`config.mk`:
```
export PLATFORM = sky130hd
export DESIGN_NAME = caption_user_data_extractor_unit_flat
export DESIGN_NICKNAME = d
export VERILOG_FILES = /design/src/sv/cude_pkg.sv /design/src/sv/cude_if.sv /design/src/sv/caption_user_data_extractor_unit.sv /design/src/sv/cude_in_stage.sv /design/src/sv/cude_parser.sv /design/src/sv/cude_out_stage.sv /design/src/flat_wrapper.sv
export VERILOG_INCLUDE_DIRS = /design/src /design/src/sv
export SDC_FILE = /design/constraint.sdc
export NUM_CORES = 1
export LEC_CHECK = 0
export BUFFER_PORTS_ARGS = -buffer_cell sky130_fd_sc_hd__buf_4
export CAP_MARGIN = 40
export CORE_ASPECT_RATIO = 1.4
export CORE_MARGIN = 8
export CORE_UTILIZATION = 35
export DETAILED_ROUTE_END_ITERATION = 8
export SYNTH_ARGS = -nofsm -noshare
export SYNTH_HDL_FRONTEND = slang
export SYNTH_SLANG_ARGS = --single-unit
```
`constraint.sdc`:
```
create_clock -name i_clk -period 3.5 [get_ports i_clk]
set_clock_uncertainty 0.2 [all_clocks]
set_input_delay 0 -clock i_clk [delete_from_list [all_inputs] [get_ports i_clk]]
set_output_delay 0 -clock i_clk [all_outputs]
set_load 0.1 [all_outputs]
```
`src/sv/caption_user_data_extractor_unit_assert.svh`:
```
// assertion macros shared by the caption extractor modules
`ifndef CAPTION_USER_DATA_EXTRACTOR_UNIT_ASSERT_SVH
`define CAPTION_USER_DATA_EXTRACTOR_UNIT_ASSERT_SVH

// condition implies consequence in the same cycle
`define CUDE_ASSERT_SAME(label, clk, rst_n, cond, cons) \
    label: assert property (@(posedge clk) disable iff (!rst_n) (cond) |-> (cons)) \
        else $error("%m: same-cycle check failed");

// condition implies consequence in the following cycle
`define CUDE_ASSERT_NEXT(label, clk, rst_n, cond, cons) \
    label: assert property (@(posedge clk) disable iff (!rst_n) (cond) |=> (cons)) \
        else $error("%m: next-cycle check failed");

`endif

```
`src/sv/cude_pkg.sv`:
```
package cude_pkg;

    typedef enum logic [2:0] {
        PH_HEADER      = 3'd0,
        PH_DVD_GROUP   = 3'd1,
        PH_DVD_EXTRA   = 3'd2,
        PH_ATSC_SKIP   = 3'd3,
        PH_ATSC_TRIPLE = 3'd4,
        PH_IDLE        = 3'd5
    } t_phase;

    localparam logic [7:0] C_DVD_TAG     = 8'h43;
    localparam logic [7:0] C_ATSC_G      = 8'h47;
    localparam logic [7:0] C_ATSC_A      = 8'h41;
    localparam logic [7:0] C_ATSC_9      = 8'h39;
    localparam logic [7:0] C_ATSC_4      = 8'h34;
    localparam logic [7:0] C_ATSC_TYPE   = 8'h03;
    localparam logic [7:0] C_MARK_FIELD  = 8'hff;
    localparam logic [7:0] C_MARK_EXTRA  = 8'hfe;
    localparam logic [2:0] C_DVD_CNT_IDX = 3'd4;
    localparam logic [2:0] C_ATSC_CNT_IDX = 3'd5;
    localparam logic [2:0] C_DVD_LAST_IDX = 3'd5;
    localparam logic [2:0] C_ATSC_LAST_IDX = 3'd2;
    localparam int unsigned GROUP_DEPTH  = 5;

    typedef struct packed {
        logic [7:0] data_byte;
        logic       last_byte;
    } t_in_item;

    typedef struct packed {
        logic       pair_valid;
        logic [7:0] first_byte;
        logic [7:0] second_byte;
        logic       source_format;
        logic       block_end;
    } t_result;

    typedef struct packed {
        logic    emit;
        t_result result;
    } t_parse_out;

    // valid type-0 triple with non-padding data
    function automatic logic is_cc1(input logic [7:0] hdr, input logic [7:0] b1,
                                    input logic [7:0] b2);
        logic ok;
        ok = hdr[2] && (hdr[1:0] == 2'b00) && !((b1[6:0] == 7'd0) && (b2[6:0] == 7'd0));
        return ok;
    endfunction

endpackage

```
`src/sv/cude_if.sv`:
```
interface cude_in_if;
    logic       valid;
    logic       ready;
    logic [7:0] data_byte;
    logic       last_byte;

    modport source (output valid, output data_byte, output last_byte, input ready);
    modport sink   (input valid, input data_byte, input last_byte, output ready);
endinterface

interface cude_out_if;
    logic       valid;
    logic       ready;
    logic       pair_valid;
    logic [7:0] first_byte;
    logic [7:0] second_byte;
    logic       source_format;
    logic       block_end;

    modport source (output valid, output pair_valid, output first_byte, output second_byte,
                    output source_format, output block_end, input ready);
    modport sink   (input valid, input pair_valid, input first_byte, input second_byte,
                    input source_format, input block_end, output ready);
endinterface

```
`src/sv/caption_user_data_extractor_unit.sv`:
```
// Caption user-data extractor, CC1 only.
// i_in carries one user-data byte per item (data_byte) with last_byte set on
// the final byte of a picture's user-data block. The header selects DVD style
// (0x43 0x43) or ATSC style (GA94, type 3, process flag) wrapping.
// o_out gives an item when a CC1 byte pair is found (pair_valid set) or at
// block end (block_end set), or both; an item with no pair has zero bytes.
// A result passes from the input register through the parser into the result
// register before it is on o_out.
// Throughput: one byte per cycle while o_out is not held back; the parser state
// is a small set of registers updated once per byte.
// Bytes that cause no result leave no item on o_out.
// Reset (synchronous, active low): the parser returns to its header phase,
// both stages empty. There is no clearing pass.
// When the receiver holds o_out.ready low, one finished item waits in the
// output register and one byte waits in the input register; i_in.ready then
// drops until the output drains.
module caption_user_data_extractor_unit (
    input  logic       i_clk,
    input  logic       i_rst_n,
    cude_in_if.sink    i_in,
    cude_out_if.source o_out
);
    import cude_pkg::*;

    logic       w_valid;
    logic       w_advance;
    logic       w_out_free;
    t_in_item   w_item;
    t_parse_out w_parse;

    cude_in_stage u_in_stage (
        .i_clk      (i_clk),
        .i_rst_n    (i_rst_n),
        .i_in       (i_in),
        .i_out_free (w_out_free),
        .o_valid    (w_valid),
        .o_advance  (w_advance),
        .o_item     (w_item)
    );

    cude_parser u_parser (
        .i_clk     (i_clk),
        .i_rst_n   (i_rst_n),
        .i_valid   (w_valid),
        .i_advance (w_advance),
        .i_item    (w_item),
        .o_parse   (w_parse)
    );

    cude_out_stage u_out_stage (
        .i_clk     (i_clk),
        .i_rst_n   (i_rst_n),
        .i_advance (w_advance),
        .i_parse   (w_parse),
        .o_free    (w_out_free),
        .o_out     (o_out)
    );

endmodule

```
`src/sv/cude_in_stage.sv`:
```
module cude_in_stage (
    input  logic              i_clk,
    input  logic              i_rst_n,
    cude_in_if.sink           i_in,
    input  logic              i_out_free,
    output logic              o_valid,
    output logic              o_advance,
    output cude_pkg::t_in_item o_item
);
    import cude_pkg::*;

    logic     r_valid;
    t_in_item r_item;
    logic     w_take;

    assign o_advance   = r_valid && i_out_free;
    assign i_in.ready  = !r_valid || o_advance;
    assign w_take      = i_in.valid && i_in.ready;
    assign o_valid     = r_valid;
    assign o_item      = r_item;

    always_ff @(posedge i_clk) begin
        if (!i_rst_n) begin
            r_valid <= 1'b0;
        end else if (w_take) begin
            r_valid <= 1'b1;
        end else if (o_advance) begin
            r_valid <= 1'b0;
        end
    end

    always_ff @(posedge i_clk) begin
        if (w_take) begin
            r_item.data_byte <= i_in.data_byte;
            r_item.last_byte <= i_in.last_byte;
        end
    end

endmodule

```
`src/sv/cude_parser.sv`:
```
`include "caption_user_data_extractor_unit_assert.svh"

module cude_parser (
    input  logic                 i_clk,
    input  logic                 i_rst_n,
    input  logic                 i_valid,
    input  logic                 i_advance,
    input  cude_pkg::t_in_item   i_item,
    output cude_pkg::t_parse_out o_parse
);
    import cude_pkg::*;

    t_phase     r_phase, n_phase;
    logic [2:0] r_byte_index, n_byte_index;
    logic       r_wrapper_kind, n_wrapper_kind;
    logic       r_field_one_second, n_field_one_second;
    logic [4:0] r_groups_left, n_groups_left;
    logic [7:0] r_group_bytes [GROUP_DEPTH];

    logic       w_gb_we;
    logic [7:0] w_b;
    logic       w_dvd_abort;
    logic [4:0] w_groups_dec;
    logic [7:0] w_mark;
    logic [7:0] w_d1;
    logic [7:0] w_d2;
    logic       w_pair;
    logic       w_fmt;

    assign w_b          = i_item.data_byte;
    assign w_groups_dec = r_groups_left - 5'd1;
    assign w_dvd_abort  = (r_phase == PH_DVD_EXTRA) && (r_byte_index == 3'd0) &&
                          (w_b != C_MARK_EXTRA) && (w_b != C_MARK_FIELD);

    // next state
    always_comb begin
        n_phase            = r_phase;
        n_byte_index       = r_byte_index;
        n_wrapper_kind     = r_wrapper_kind;
        n_field_one_second = r_field_one_second;
        n_groups_left      = r_groups_left;
        w_gb_we            = 1'b0;
        unique case (r_phase)
            PH_HEADER: begin
                n_byte_index = r_byte_index + 3'd1;
                if (r_byte_index == 3'd0) begin
                    if (w_b == C_DVD_TAG) begin
                        n_wrapper_kind = 1'b0;
                    end else if (w_b == C_ATSC_G) begin
                        n_wrapper_kind = 1'b1;
                    end else begin
                        n_phase = PH_IDLE;
                    end
                end else if (!r_wrapper_kind) begin
                    if (r_byte_index == 3'd1 && w_b != C_DVD_TAG) begin
                        n_phase = PH_IDLE;
                    end else if (r_byte_index == C_DVD_CNT_IDX) begin
                        n_field_one_second = ~w_b[7];
                        n_groups_left      = {1'b0, w_b[4:1]};
                        n_phase            = (w_b[4:1] != 4'd0) ? PH_DVD_GROUP : PH_DVD_EXTRA;
                        n_byte_index       = 3'd0;
                    end
                end else begin
                    if ((r_byte_index == 3'd1 && w_b != C_ATSC_A) ||
                        (r_byte_index == 3'd2 && w_b != C_ATSC_9) ||
                        (r_byte_index == 3'd3 && w_b != C_ATSC_4) ||
                        (r_byte_index == 3'd4 && w_b != C_ATSC_TYPE) ||
                        (r_byte_index == C_ATSC_CNT_IDX && !w_b[6])) begin
                        n_phase = PH_IDLE;
                    end else if (r_byte_index == C_ATSC_CNT_IDX) begin
                        n_groups_left = w_b[4:0];
                        n_phase       = PH_ATSC_SKIP;
                        n_byte_index  = 3'd0;
                    end else if (r_byte_index > C_ATSC_CNT_IDX) begin
                        n_phase = PH_IDLE;
                    end
                end
            end
            PH_DVD_GROUP, PH_DVD_EXTRA: begin
                if (w_dvd_abort) begin
                    n_phase = PH_IDLE;
                end else if (r_byte_index < C_DVD_LAST_IDX) begin
                    w_gb_we      = 1'b1;
                    n_byte_index = r_byte_index + 3'd1;
                end else begin
                    n_byte_index = 3'd0;
                    if (r_phase == PH_DVD_GROUP) begin
                        n_groups_left = w_groups_dec;
                        if (w_groups_dec == 5'd0) begin
                            n_phase = PH_DVD_EXTRA;
                        end
                    end
                end
            end
            PH_ATSC_SKIP: begin
                n_phase      = (r_groups_left != 5'd0) ? PH_ATSC_TRIPLE : PH_IDLE;
                n_byte_index = 3'd0;
            end
            PH_ATSC_TRIPLE: begin
                if (r_byte_index < C_ATSC_LAST_IDX) begin
                    w_gb_we      = 1'b1;
                    n_byte_index = r_byte_index + 3'd1;
                end else begin
                    n_byte_index  = 3'd0;
                    n_groups_left = w_groups_dec;
                    if (w_groups_dec == 5'd0) begin
                        n_phase = PH_IDLE;
                    end
                end
            end
            PH_IDLE: begin
            end
            default: begin
                n_phase = PH_IDLE;
            end
        endcase
        // block end returns the parser to its start
        if (i_item.last_byte) begin
            n_phase            = PH_HEADER;
            n_byte_index       = 3'd0;
            n_wrapper_kind     = 1'b0;
            n_field_one_second = 1'b0;
            n_groups_left      = 5'd0;
        end
    end

    // outputs
    always_comb begin
        w_pair = 1'b0;
        w_fmt  = 1'b0;
        if (!r_field_one_second) begin
            w_mark = r_group_bytes[0];
            w_d1   = r_group_bytes[1];
            w_d2   = r_group_bytes[2];
        end else begin
            w_mark = r_group_bytes[3];
            w_d1   = r_group_bytes[4];
            w_d2   = w_b;
        end
        if ((r_phase == PH_DVD_GROUP || r_phase == PH_DVD_EXTRA) &&
            r_byte_index == C_DVD_LAST_IDX) begin
            w_pair = is_cc1({5'd0, 2'b10, (w_mark != C_MARK_FIELD)}, w_d1, w_d2);
        end else if (r_phase == PH_ATSC_TRIPLE && r_byte_index == C_ATSC_LAST_IDX) begin
            w_d1   = r_group_bytes[1];
            w_d2   = w_b;
            w_pair = is_cc1(r_group_bytes[0], r_group_bytes[1], w_b);
            w_fmt  = 1'b1;
        end
        o_parse.emit                 = w_pair || i_item.last_byte;
        o_parse.result.pair_valid    = w_pair;
        o_parse.result.first_byte    = w_pair ? w_d1 : 8'd0;
        o_parse.result.second_byte   = w_pair ? w_d2 : 8'd0;
        o_parse.result.source_format = w_pair && w_fmt;
        o_parse.result.block_end     = i_item.last_byte;
    end

    always_ff @(posedge i_clk) begin
        if (!i_rst_n) begin
            r_phase            <= PH_HEADER;
            r_byte_index       <= 3'd0;
            r_wrapper_kind     <= 1'b0;
            r_field_one_second <= 1'b0;
            r_groups_left      <= 5'd0;
        end else if (i_advance) begin
            r_phase            <= n_phase;
            r_byte_index       <= n_byte_index;
            r_wrapper_kind     <= n_wrapper_kind;
            r_field_one_second <= n_field_one_second;
            r_groups_left      <= n_groups_left;
        end
    end

    always_ff @(posedge i_clk) begin
        if (i_advance && w_gb_we) begin
            r_group_bytes[r_byte_index] <= w_b;
        end
    end

    `CUDE_ASSERT_NEXT(a_block_end_clears, i_clk, i_rst_n, i_advance && i_item.last_byte,
        r_phase == PH_HEADER && r_byte_index == 3'd0 && r_groups_left == 5'd0)
    `CUDE_ASSERT_SAME(a_dvd_index_range, i_clk, i_rst_n,
        r_phase == PH_DVD_GROUP || r_phase == PH_DVD_EXTRA, r_byte_index <= C_DVD_LAST_IDX)
    `CUDE_ASSERT_SAME(a_atsc_pair_source, i_clk, i_rst_n,
        i_valid && o_parse.result.source_format, r_phase == PH_ATSC_TRIPLE)

endmodule

```
`src/sv/cude_out_stage.sv`:
```
module cude_out_stage (
    input  logic                 i_clk,
    input  logic                 i_rst_n,
    input  logic                 i_advance,
    input  cude_pkg::t_parse_out i_parse,
    output logic                 o_free,
    cude_out_if.source           o_out
);
    import cude_pkg::*;

    logic    r_valid;
    t_result r_result;
    logic    w_load;

    assign o_free = !r_valid || o_out.ready;
    assign w_load = i_advance && i_parse.emit;

    always_ff @(posedge i_clk) begin
        if (!i_rst_n) begin
            r_valid <= 1'b0;
        end else if (w_load) begin
            r_valid <= 1'b1;
        end else if (o_out.ready) begin
            r_valid <= 1'b0;
        end
    end

    always_ff @(posedge i_clk) begin
        if (w_load) begin
            r_result <= i_parse.result;
        end
    end

    assign o_out.valid         = r_valid;
    assign o_out.pair_valid    = r_result.pair_valid;
    assign o_out.first_byte    = r_result.first_byte;
    assign o_out.second_byte   = r_result.second_byte;
    assign o_out.source_format = r_result.source_format;
    assign o_out.block_end     = r_result.block_end;

endmodule
```
`src/flat_wrapper.sv`:
```
// flat-port wrapper written by rule: the top's interface ports become plain ports
module caption_user_data_extractor_unit_flat import cude_pkg::*;
  (i_clk, i_rst_n, i_in_valid, i_in_data_byte, i_in_last_byte, i_in_ready, o_out_valid, o_out_pair_valid, o_out_first_byte, o_out_second_byte, o_out_source_format, o_out_block_end, o_out_ready);
  cude_in_if i_in_i ();
  cude_out_if o_out_i ();
  input  logic i_clk;
  input  logic i_rst_n;
  input wire logic [$bits(i_in_i.valid)-1:0] i_in_valid;
  input wire logic [$bits(i_in_i.data_byte)-1:0] i_in_data_byte;
  input wire logic [$bits(i_in_i.last_byte)-1:0] i_in_last_byte;
  output wire logic [$bits(i_in_i.ready)-1:0] i_in_ready;
  output wire logic [$bits(o_out_i.valid)-1:0] o_out_valid;
  output wire logic [$bits(o_out_i.pair_valid)-1:0] o_out_pair_valid;
  output wire logic [$bits(o_out_i.first_byte)-1:0] o_out_first_byte;
  output wire logic [$bits(o_out_i.second_byte)-1:0] o_out_second_byte;
  output wire logic [$bits(o_out_i.source_format)-1:0] o_out_source_format;
  output wire logic [$bits(o_out_i.block_end)-1:0] o_out_block_end;
  input wire logic [$bits(o_out_i.ready)-1:0] o_out_ready;
  assign i_in_i.valid = i_in_valid;
  assign i_in_i.data_byte = i_in_data_byte;
  assign i_in_i.last_byte = i_in_last_byte;
  assign i_in_ready = i_in_i.ready;
  assign o_out_valid = o_out_i.valid;
  assign o_out_pair_valid = o_out_i.pair_valid;
  assign o_out_first_byte = o_out_i.first_byte;
  assign o_out_second_byte = o_out_i.second_byte;
  assign o_out_source_format = o_out_i.source_format;
  assign o_out_block_end = o_out_i.block_end;
  assign o_out_i.ready = o_out_ready;
  caption_user_data_extractor_unit u_core (.i_clk(i_clk), .i_rst_n(i_rst_n), .i_in(i_in_i), .o_out(o_out_i));
endmodule
```
# [Yosys cells after proc, flatten, opt, wreduce, memory -nomap -nowiden]
# Memory sizes are Yosys's and may differ from the RTL's.
# Cells that the tools add are included.
[word_totals] ff_bits=43 latch_bits=0 mem_bits_rw=40 rom_bits=0 elab_cells=195 mem_count=1
[memory_table] name="u_core.u_parser.r_group_bytes" words=5 width=8 read_ports=5 rd_clocked_by_memory_dff=0 wr=1 line="cude_parser.sv:18" source="logic [7:0] r_group_bytes [GROUP_DEPTH];"
[op_classes] add_sub_neg=2 multipliers=0 div_mod_pow=0 magnitude_cmp=3 eq_ne=41 n_shift=0 muxes=74 bitwise=2 reduce_logical=58
[ops] operator="$mux 3" n=26
[ops] operator="$mux 8" n=7
[ops] operator="$mux 5" n=11
[ops] operator="$ne 4x3->1 const B" n=9
[ops] operator="$logic_not 7->1" n=4
[ops] operator="$mux 1" n=25
[ops] operator="$ne 8x8->1 const B" n=3
[ops] operator="$reduce_and 11->1" n=2
[ops] operator="$logic_and 1x1->1" n=21
[ops] operator="$ne 3x2->1 const B" n=6
[ops] operator="$eq 8x7->1 const B" n=2
[ops] operator="$ne 8x6->1 const B" n=2
[ops] operator="$ne 8x7->1 const B" n=2
[ops] operator="$pmux 3 s5" n=1
[ops] operator="$pmux 5 s3" n=1
[ops] operator="$eq 3x2->1 const B" n=4
[ops] operator="$eq 3x3->1 const B" n=4
[ops] operator="$pmux 3 s4" n=1
[ops] operator="$reduce_bool 2->1" n=5
[ops] operator="$reduce_bool 5->1" n=2
[ops] operator="$logic_or 1x1->1" n=8
[ops] operator="$ne 2x1->1 const B" n=4
[ops] operator="$ne 8x2->1 const B" n=1
[ops] operator="$reduce_bool 4->1" n=2
[ops] operator="other kinds (20)" n=27

# [Longest topological paths before layout]
[logic_depth] depth_word=11 depth_mapped=9 mapped_depth_nobuf=8

# [Cells and area by module]
# From an unflattened synthesis, not the netlist that was laid out.
[hier_totals] hier_cells=351 hier_area_um2=4035.1
[by_module_without_submodules] module="cude_parser" n_inst=1 cells_each=312 area_per_inst_um2=3076.7 seq_area_each_um2=1461.4
[by_module_without_submodules] module="cude_out_stage" n_inst=1 cells_each=24 area_per_inst_um2=623.1 seq_area_each_um2=590.6
[by_module_without_submodules] module="cude_in_stage" n_inst=1 cells_each=15 area_per_inst_um2=335.3 seq_area_each_um2=290.3

# [Least setup slack after synthesis]
# No wires, ideal clock.
[synth_path] kind="register to register" startpoint="reg u_core.u_parser.r_byte_index[0]" endpoint="reg u_core.u_out_stage.r_result (netlist bit u_core.u_out_stage.o_out.block_end), enable pin" t_arrival_ps=2538 required_time_ps=2899 path_slack_ps=361 path_stages_with_launch=9 synth_period_minus_slack_ps=3139 cell_sequence="dfxtp_1 > inv_1 > ha_1 > nand2b_1 > nor4_1 > nand3_1 > a41oi_1 > nor2_4 > a21oi_1"
[synth_between] elab_chain_cells=6 elab_cells_between_ends=8 cone_classes="eq/ne (2); mux (2); reduce/logical (4)"
[synth_lines] item="start, declared" line="cude_parser.sv:14" source="logic [2:0] r_byte_index, n_byte_index;"
[synth_lines] item="start signal, assigned" line="cude_parser.sv:166" source="r_byte_index <= n_byte_index;"
[synth_lines] item="$eq 3x2->1" line="cude_parser.sv:143" source="end else if (r_phase == PH_ATSC_TRIPLE && r_byte_index == C_ATSC_LAST_IDX) begin"
[synth_lines] item="$logic_and 1x1->1" line="cude_parser.sv:143"
[synth_lines] item="$mux 1" line="cude_parser.sv:143"
[synth_lines] item="$mux 1 *" line="cude_parser.sv:140" source="if ((r_phase == PH_DVD_GROUP || r_phase == PH_DVD_EXTRA) &&"
[synth_lines] item="$logic_or 1x1->1 *" line="cude_parser.sv:149" source="o_parse.emit = w_pair || i_item.last_byte;"
[synth_lines] item="$logic_and 1x1->1 *" line="cude_out_stage.sv:16" source="assign w_load = i_advance && i_parse.emit;"
[synth_lines] item="via u_core.u_out_stage.w_load" line="cude_out_stage.sv:13" source="logic w_load;"
[synth_lines] item="end signal, assigned" line="cude_out_stage.sv:30" source="r_result <= i_parse.result;"
[synth_lines] item="end, declared" line="cude_out_stage.sv:12" source="t_result r_result;"
# The timed path passes the listed nets; every way through them passes the cells marked *.
# A chain may end at the register's enable or synchronous reset.

# [Worst setup path in the final report]
[layout_path] startpoint="reg u_core.u_parser.r_byte_index[1]" endpoint="reg u_core.u_out_stage.r_result (netlist bit u_core.u_out_stage.o_out.pair_valid), enable pin"
# The elaborated chain is that of the path after synthesis.

==> impl_results.md <==
- HP Class: in2reg
- RR Endpoint: u_core.u_out_stage.o_out.pair_valid
- Worst flop-to-flop path startpoint: u_core.u_parser.r_byte_index[1]
- ANT cells: 0
- Worst skew pair latency: about 0.33 ns
- Netlist Area Pre-Place: between 4000 and 5000 um2
- CP Buf/Inv Count: 1
- Initial antenna violation count: 0
- F_max: 0.329 GHz
- Synth top area share: 0.506
- Grt total ovfl: 0
- Final Power: roughly 2.2 mW
- Ys flop type: edfxtp_1
- Maximum clock path buffer count: 2
- Max FO, Critical Path: 19
- Final core occ: 0.437
- Port bufs: 33
- Crit path arrival time: approximately 2.9 ns
- Crit path largest cell delay: 0.53 ns
- Post-synthesis cell count: 347
- Total I/O pin count: 34
- Total track usage: 0.132
- DRC: 0
- Number of DRC markers in iteration 0: 172
- Post-synth ARST share: 0
- TritonCTS clock tree: yes
- Finished Cell Area: roughly 4900 um2
- Flops & latches, synth: 83
- Post-route ant nets: 0
- Warnings, synthesis: 0
- Fin. Hold Viols: 0
- Critical path's top delay family: simple AND/OR/NAND/NOR gates
- DRT Wirelength: between 9000 and 10000 um
- Vias per cell: 5.30
- Fillcell total: approximately 1100
- Final setup fails: 0
- CORE AREA: 11300 um2
- TritonCTS Buffers: 9
- Crit path capture type: register
- Unrepaired setup endpoints after global routing: no
- Storage cell area: 2340 um2
- Final Cycle Share: 0.868
- Net count after synthesis: 367
- Biggest area consumer among synthesized cells: edfxtp_1
- Footprint of the multi-input gates: ~1600 um2
- Status: finished, final reports clean
- Max-cap violations: 0
- Largest net degree at the start of global routing: 20
- Wirelength per Cell: 17.2 um
- Max VDD drop: 214 uV
- Startpoint Class: register
- CTS resizes: 0
- Vias in the first global route: ~3100
- P&R area growth vs syn: 22.2%
- Max-slew violation count: 0
- CTS H-tree depth: 3
- Layout cells sized above 1: 0.183
- Relative slew slack: 0.418
- Final net count: roughly 430
- CTS clock-pin slew for the worst setup and hold paths: 0.06 ns
- Die Span Y: between 100 and 150 um
- Power density over cell area: between 400 and 500 nW/um2
- Synth Area per Inst: 11.6 um2
- Via Count: approximately 3000
- Critical path depth: 8
- Setup CP Type: reg2reg
- Reg2Reg Depth: 8
- First-pass GRT wire length: roughly 16000 um
- Leakage power: 1.74 nW
- Top cells by area, synth: edfxtp_1 51%, dfxtp_1 7.4%, mux2i_1 7.0%, nor2_1 3.5%, nand2_1 2.3%
- Site Rows: 46
- Final Critical Period: 3.04 ns
- CTS root buf: clkbuf_16
- Worst Setup SP: u_core.u_parser.r_byte_index[1]
- Post-synth cell types: 52
- Flop-to-flop setup slack: between 0.4 and 0.5 ns
- Crit-path cells: ha_1 > nand2b_1 > nor4_1 > nand3_1 > a41oi_1 > nor2_4 > a21oi_2 > buf_4
- DR pass1 iterations: 4
- DIE AREA: ~15000 um2
- DP Wirelength: 7230 um
- Slowest-stage cell, CP: dfxtp_1
- CP Capture Point: u_core.u_out_stage.o_out.pair_valid
- Setup TNS: 0 ns
- Worst Tran Pin Value: 0.870 ns
- Starting Density: 0.357
- Sequential fraction of the synthesis area: 0.581
- EDFF count, synth: 68
- DP Area: 4500 um2
- Worst Path Required: 3.32 ns
- # clock sinks: 83
- Chip Width: 107 um
- GPL Wtd Cong: ~0.87
worst register-to-register path: cells and delay by family, from the launching register on:
kind	cells	cell delay, ns
adder cells (fa/ha/maj)	1	0.25
AND/OR/NAND/NOR	4	0.92
flip-flops	1	0.53
buffers and inverters	1	0.27
AO/OA/AOI/OAI	2	0.54
cells by family after synthesis:
group           Yosys count  share of synthesized area
compound gates           62                      0.104
xor+xnor                  4                    0.00869
fa+ha+maj                 7                     0.0217
buf+inv                  25                     0.0313
flops                    83                      0.581
mux                      28                     0.0695
simple gates            138                      0.184
stage by stage:
stage          setup slack, ns  hold WS [ns]  instances
2_1_floorplan            0.361        -0.101        347
3_3_place_gp             0.593       -0.0198        525
3_5_place_dp             0.501       -0.0206        525
4_1_cts                  0.478         0.172        554
5_1_grt                  0.202         0.184        554
6_report                 0.463         0.184        554
cell usage after synthesis (all sizes together) (3+ instances only):
cell / count
and3: 3
nor2b: 8
nand2: 25
ha: 7
or4: 4
buf: 8
a21boi: 4
edfxtp: 68
a21oi: 19
nor2: 39
nand4: 7
o211ai: 7
nand3: 10
nor3: 12
nand2b: 6
inv: 8
mux2i: 28
clkbuf: 9
or3: 4
dfxtp: 15
nor4: 8
o21ai: 14
nor4b: 5
routing by layer:
metal | global-route usage | part of all wire | wire [um]
met1 | 0.132 | 0.38 | 3600
met5 | 0 | 0 | 0
met2 | 0.244 | 0.54 | 5140
met3 | 0.0244 | 0.043 | 408
met4 | 0.0810 | 0.041 | 396
worst min-delay path by stage:
stage,startpoint,endpoint,cells after the start
2_1_floorplan,i_in_last_byte,u_core.u_in_stage.o_item[0],0
3_3_place_gp,i_in_data_byte[5],u_core.u_in_stage.o_item[6],1
3_5_place_dp,i_in_data_byte[0],u_core.u_in_stage.o_item[1],1
4_1_cts,i_in_data_byte[3],u_core.u_in_stage.o_item[4],2
5_1_grt,i_in_last_byte,u_core.u_in_stage.o_item[0],2
6_report,i_in_data_byte[5],u_core.u_in_stage.o_item[6],2
state kept, by name, summed over array words and instances, names as in the netlist:
signal and flops:
u_core.u_parser.r_group_bytes 40, u_core.u_in_stage.o_item 9, u_core.u_out_stage.o_out.first_byte 8, u_core.u_out_stage.o_out.second_byte 8
u_core.u_parser.r_groups_left 5, u_core.u_parser.r_byte_index 3, u_core.u_parser.r_phase 3, u_core.u_in_stage.o_valid 1
u_core.u_out_stage.o_out.block_end 1, u_core.u_out_stage.o_out.pair_valid 1, u_core.u_out_stage.o_out.source_format 1, u_core.u_out_stage.o_out.valid 1
u_core.u_parser.r_field_one_second 1, u_core.u_parser.r_wrapper_kind 1
area by class of cell:
type | instances | area share
Sequential cell | 83 | 0.475
Inverter | 8 | 0.00609
Clock buffer | 10 | 0.0465
Clock inverter | 5 | 0.0112
Multi-Input combinational cell | 239 | 0.318
Tap cell | 144 | 0.0366
Timing Repair Buffer | 65 | 0.106
timing repair:
item,in CTS,in global routing
endpoints found under the hold margin,23,0
hold buffers,14,0
setup endpoints to repair,0,0
buffers inserted,0,0
placed cells by master, fill, tap and decap left out, types with 3 or more instances in the layout:
cell type / instances
nand2b_1: 6
a21oi_1: 16
nor4b_1: 4
a21oi_2: 3
or4_1: 4
buf_4: 51
dlygate4sd3_1: 14
mux2i_1: 28
clkbuf_16: 9
inv_1: 8
dfxtp_1: 15
nor2b_1: 8
o21ai_0: 14
nor3_1: 12
nand4_1: 7
and3_1: 3
nor2_1: 38
or3_1: 4
ha_1: 7
a21boi_0: 3
nor4_1: 7
o211ai_1: 7
edfxtp_1: 68
nand2_1: 25
nand3_1: 10
power breakdown:
group          total [mW]  internal [mW]  switching [mW]
Sequential           1.11           1.09          0.0258
Combinational       0.189         0.0694           0.119
Clock               0.906          0.546           0.360
Total                2.21           1.70           0.505
Power figures use the tool's default switching activity.
